**src/rtl/ndd_pkg.sv**
```systemverilog
package ndd_pkg;

    // item geometry
    localparam int MAX_POINTS    = 5;
    localparam int NODE_COUNT    = 5;
    localparam int NODE_LIM      = (NODE_COUNT < MAX_POINTS) ? NODE_COUNT : MAX_POINTS;
    localparam int FRACTION_BITS = 48;
    localparam int SHIFT         = FRACTION_BITS - 16;

    // field widths
    localparam int CNT_W      = 3;
    localparam int SEL_W      = 3;
    localparam int SPACE_W    = 18;
    localparam int SAMPLE_W   = 32;
    localparam int QX_W       = 21;
    localparam int VALUE_W    = 48;
    localparam int STATUS_W   = 2;
    localparam int CFG_IDX_W  = 3;
    localparam int CFG_DATA_W = 32;

    // internal widths
    localparam int X_W    = SEL_W + SPACE_W;
    localparam int DX_W   = X_W + 1;
    localparam int M_W    = X_W + 2;
    localparam int UM_W   = M_W - 1;
    localparam int IN_W   = 64;
    localparam int MAG_W  = IN_W - 2;
    localparam int PROD_W = MAG_W + UM_W;
    localparam int DIV_W  = (SAMPLE_W + 1 + SHIFT > IN_W - 1) ? SAMPLE_W + 1 + SHIFT : IN_W - 1;

    // pipeline shape
    localparam int DIV_BPS = 4;
    localparam int DIV_ST  = (DIV_W + DIV_BPS - 1) / DIV_BPS;
    localparam int LVL_LAT = DIV_ST + 3;
    localparam int HRN_LAT = 5;

    localparam logic [IN_W-1:0]    INNER_LIM_U = {2'b00, {MAG_W{1'b1}}};
    localparam logic [VALUE_W-1:0] OUT_LIM_U   = {1'b0, {(VALUE_W-1){1'b1}}};

    // register map
    localparam logic [CFG_IDX_W-1:0] REG_NODE_SPACING = 3'd0;
    localparam logic [CFG_IDX_W-1:0] REG_SAMPLE_0     = 3'd1;

    localparam logic [SPACE_W-1:0] SPACING_RST = 18'd20000;
    localparam logic signed [SAMPLE_W-1:0] SAMPLE_RST [MAX_POINTS] =
        '{32'sd642908, 32'sd638851, 32'sd634906, 32'sd634906, 32'sd627062};

    typedef enum logic [STATUS_W-1:0] {
        ST_OK        = 2'd0,
        ST_BAD_COUNT = 2'd1,
        ST_REPEAT    = 2'd2,
        ST_SAT       = 2'd3
    } t_status;

    // per-item data that travels beside the arithmetic
    typedef struct packed {
        logic [CNT_W-1:0]                  cnt;
        logic [MAX_POINTS-1:0][X_W-1:0]    xs;
        logic signed [QX_W-1:0]            qx;
        logic                              bad;
        logic                              dup;
        logic                              sat;
        logic [MAX_POINTS-1:0][IN_W-1:0]   coef;
    } t_side;

endpackage

```
**src/rtl/ndd_mul.sv**
```systemverilog
module ndd_mul import ndd_pkg::*; #(
    parameter int AW = MAG_W,
    parameter int BW = UM_W
) (
    input  logic             i_clk,
    input  logic [AW-1:0]    i_a,
    input  logic [BW-1:0]    i_b,
    output logic [AW+BW-1:0] o_p
);

    localparam int LW = AW / 2;
    localparam int HW = AW - LW;

    logic [LW+BW-1:0] r_lo;
    logic [HW+BW-1:0] r_hi;
    logic [AW+BW-1:0] r_p;

    // two partial products, then one wide add
    always_ff @(posedge i_clk) begin
        r_lo <= i_a[LW-1:0] * i_b;
        r_hi <= i_a[AW-1:LW] * i_b;
        r_p  <= {r_hi, {LW{1'b0}}} + (AW+BW)'(r_lo);
    end

    assign o_p = r_p;

endmodule

```
**config.mk**
```make
export PLATFORM = sky130hd
export DESIGN_NAME = ndd_mul
export DESIGN_NICKNAME = d
export VERILOG_FILES = /design/src/rtl/ndd_pkg.sv /design/src/rtl/ndd_mul.sv
export SDC_FILE = /design/constraint.sdc
export NUM_CORES = 2
export LEC_CHECK = 0
export ABC_AREA = 1
export BUFFER_PORTS_ARGS = -buffer_cell sky130_fd_sc_hd__buf_2
export CORE_MARGIN = 4
export CORE_UTILIZATION = 40
export DETAILED_ROUTE_END_ITERATION = 6
export GPL_TIMING_DRIVEN = 0
export PLACE_DENSITY_LB_ADDON = 0.2
export SKIP_LAST_GASP = 1
export SLEW_MARGIN = 40
export SYNTH_ARGS = -nofsm -noshare
export SYNTH_HDL_FRONTEND = slang
export SYNTH_SLANG_ARGS = --single-unit
```
**constraint.sdc**
```tcl
create_clock -name i_clk -period 17.3 [get_ports i_clk]
set_input_delay 3.46 -clock i_clk [delete_from_list [all_inputs] [get_ports i_clk]]
set_output_delay 3.46 -clock i_clk [all_outputs]
set_load 0.03 [all_outputs]
```
==> flow_metrics.tcl <==
set metrics [dict create \
    status "complete, but fails checks" \
    violations "design-rule violations" \
    end_kind "flop" \
    utilization 0.434 \
    insertion_delay_ps 500 \
    portBuffers 146 \
    setup_ws_ps 6830 \
    synth_area_leaders "fa_1, nand2_1, inv_1" \
    ios 169 \
    critPathRequiredTime_ps 17610 \
    wl_um 214000 \
    drt-wirelength-per-cell_um 23.4 \
    ys_seq_area_frac 0.0710 \
    dr.first_iter.drc_count 4222 \
    cts_buffers 17 \
    crit_start "i_b[16]" \
    die-area_um2 140000 \
    dpl.cell_count 9135 \
    grt_remaining_overflow 0 \
    synth_edf_count 0 \
    crit_path_end "r_lo[35]" \
    h-tree-depth 4 \
    fill_cells 14000 \
    reg2reg_depth 13 \
    cts_root_buffer "clkbuf_16" \
    synth_top_area_cell "fa_1" \
    syn_nets 8825 \
    firstDrtPassIters 7 \
    r2r-start "r_lo[31]" \
    worstReg2RegEnd "o_p[77]" \
    nNetsFinal 8997 \
    cts_sinks 190 \
    vias 45700 \
    path_cells "clkbuf_1 > clkbuf_1 > nand2_1 > fa_1 > inv_1 > fa_1 > fa_1 > fa_1 > fa_1 > fa_1 > inv_1 > fa_1 > inv_1 > ha_1 > a21oi_1 > o21bai_1 > a21oi_1 > nand3_1 > xor2_1" \
    cts_tree "done" \
    crit_path_frequent_cell "fa_1" \
    yosys_warnings 0 \
    die_height_um 374 \
    antenna_left 0 \
    core_area_um2 132000 \
    synth_common_cells "nand2_1, inv_1, fa_1" \
    finalCritPeriodShare 0.605 \
    final_hold_viol_count 0 \
    fmax_mhz 95.5 \
    drive_gt1_frac 0.0517 \
    syn-cell-area_um2 53500 \
    rsz0062_at_grt "no" \
    cts.hold.buffers_added 0 \
    via_per_inst 4.98 \
    crit_arrival_ps 10780 \
    grt_util_all_layers 0.310 \
    synthArstFlopShare 0 \
    hold_path_class "flop to flop" \
    gp_congestion 0.968 \
    worstPathMaxFanout 10 \
    synth_cell_types 37 \
    antenna_found_initial 22 \
    die_w_um 374 \
    cts_buffer_depth 2 \
    yosysMostFrequentCell "nand2_1" \
    drc_errors 2 \
    setup_viol 0 \
    grt_max_degree 24 \
    skew_ps 24.7 \
    syn_inst 7227 \
    maxCapViolCount 0 \
    cts_setup_buffers 0 \
    slew_violations 0 \
    area_delta_synth_final_pct 7.29 \
    finalNonFillerCells 9181 \
    grt_pass1_vias 47500 \
    place_ws_ps 6290 \
    layout_min_cycle_time_ps 10470 \
    cp_slowest_cell "clkbuf_1" \
    min_path_cells 0 \
    synth_top_area_frac 0.432 \
    initial_utilization 0.405 \
    critPathLaunchType "input port" \
    ys.flop_type "dfxtp_1" \
    syn_area_per_cell_um2 7.41 \
    rows 133 \
    grt_pass1_wl_um 315000 \
    cpPeakStageDelay_ps 710 \
    hpwl_um 185000 \
    setup_tns_ps 0 \
    r2r_slack_ps 14960 \
    clk_pin_slew_ps 100 \
    postCtsResizedCells 0 \
    worst_slew_pin_slew_ps 1020 \
    max_slew_margin 0.319 \
    crit_type "input port to flop" \
    synth-seq-cells 190 \
]
==> state kept, by name (all words and copies together), names as in the netlist <==
signal,flops
r_hi,53
r_lo,53
o_p,84
==> logic make-up after synthesis <==
| logic type | Yosys count | share of synthesized area |
|---|---|---|
| AO/OA/AOI/OAI | 140 | 0.0145 |
| XOR/XNOR | 94 | 0.0154 |
| adder cells (fa/ha/maj) | 1513 | 0.515 |
| buffers and inverters | 2423 | 0.170 |
| flip-flops | 190 | 0.0710 |
| AND/OR/NAND/NOR | 2867 | 0.214 |
==> placed cells by master, fill, tap and decap left out, drive strengths merged <==
master and instances:
xor2 84, nand3 138, ha 358, o21bai 19
diode 14, nand4 36, or2 4, a21boi 3
xnor2 10, clkinv 6, nand2 2373, nand3b 21
nor4 9, nor3 38, fa 1155, inv 2154
clkbuf 196, and2 7, a21oi 86, o21a 5
buf 252, a31oi 2, dfxtp 190, nor2 241
o21ai 25
==> critical path, delay by kind of cell <==
kind | cells | cell delay [ps]
adder cells (fa/ha/maj) | 8 | 4000
buffers and inverters | 5 | 1400
AO/OA/AOI/OAI | 3 | 950
XOR/XNOR | 1 | 600
AND/OR/NAND/NOR | 2 | 340
==> cell type report <==
cell class / count / area [um^2] / share of cell area
inverter: 2145 / 8050 / 0.140
buffer: 278 / 1180 / 0.0206
antenna: 14 / 35.0 / 0.000610
tap: 1755 / 2200 / 0.0382
multi-input combinational: 4614 / 40600 / 0.708
clock buffer: 17 / 425 / 0.00740
timing repair buffer: 153 / 891 / 0.0155
clock inverter: 15 / 216 / 0.00377
sequential: 190 / 3800 / 0.0662
==> worst min-delay path by stage <==
stage	start	endpoint	slack, ps
4_1_cts	r_lo[20]	o_p[20]	320
6_report	r_lo[20]	o_p[20]	320
3_5_place_dp	r_lo[0]	o_p[0]	310
5_1_grt	r_lo[19]	o_p[19]	320
2_1_floorplan	r_lo[0]	o_p[0]	310
3_3_place_gp	r_lo[2]	o_p[2]	310
==> per-layer routing <==
layer | vias up | wire [um] | GRT usage | share of wire
met1 | 22800 | 89900 | 0.425 | 0.42
met3 | 362 | 24200 | 0.0908 | 0.11
met5 | - | 243 | 0.00652 | 0.0011
li1 | 20500 | - | - | -
met4 | 22 | 10900 | 0.129 | 0.051
met2 | 2020 | 89100 | 0.457 | 0.42
==> metrics by stage <==
stage | cell area [um^2] | hold WS (ps)
2_1_floorplan | 53500 | 310
5_1_grt | 57400 | 319
6_report | 57400 | 315
3_3_place_gp | 56500 | 311
3_5_place_dp | 56800 | 312
4_1_cts | 57400 | 318
Power is left out: the tool's default activity adds up to more than one toggle a clock period on the data nets, which glitch-free logic cannot reach.
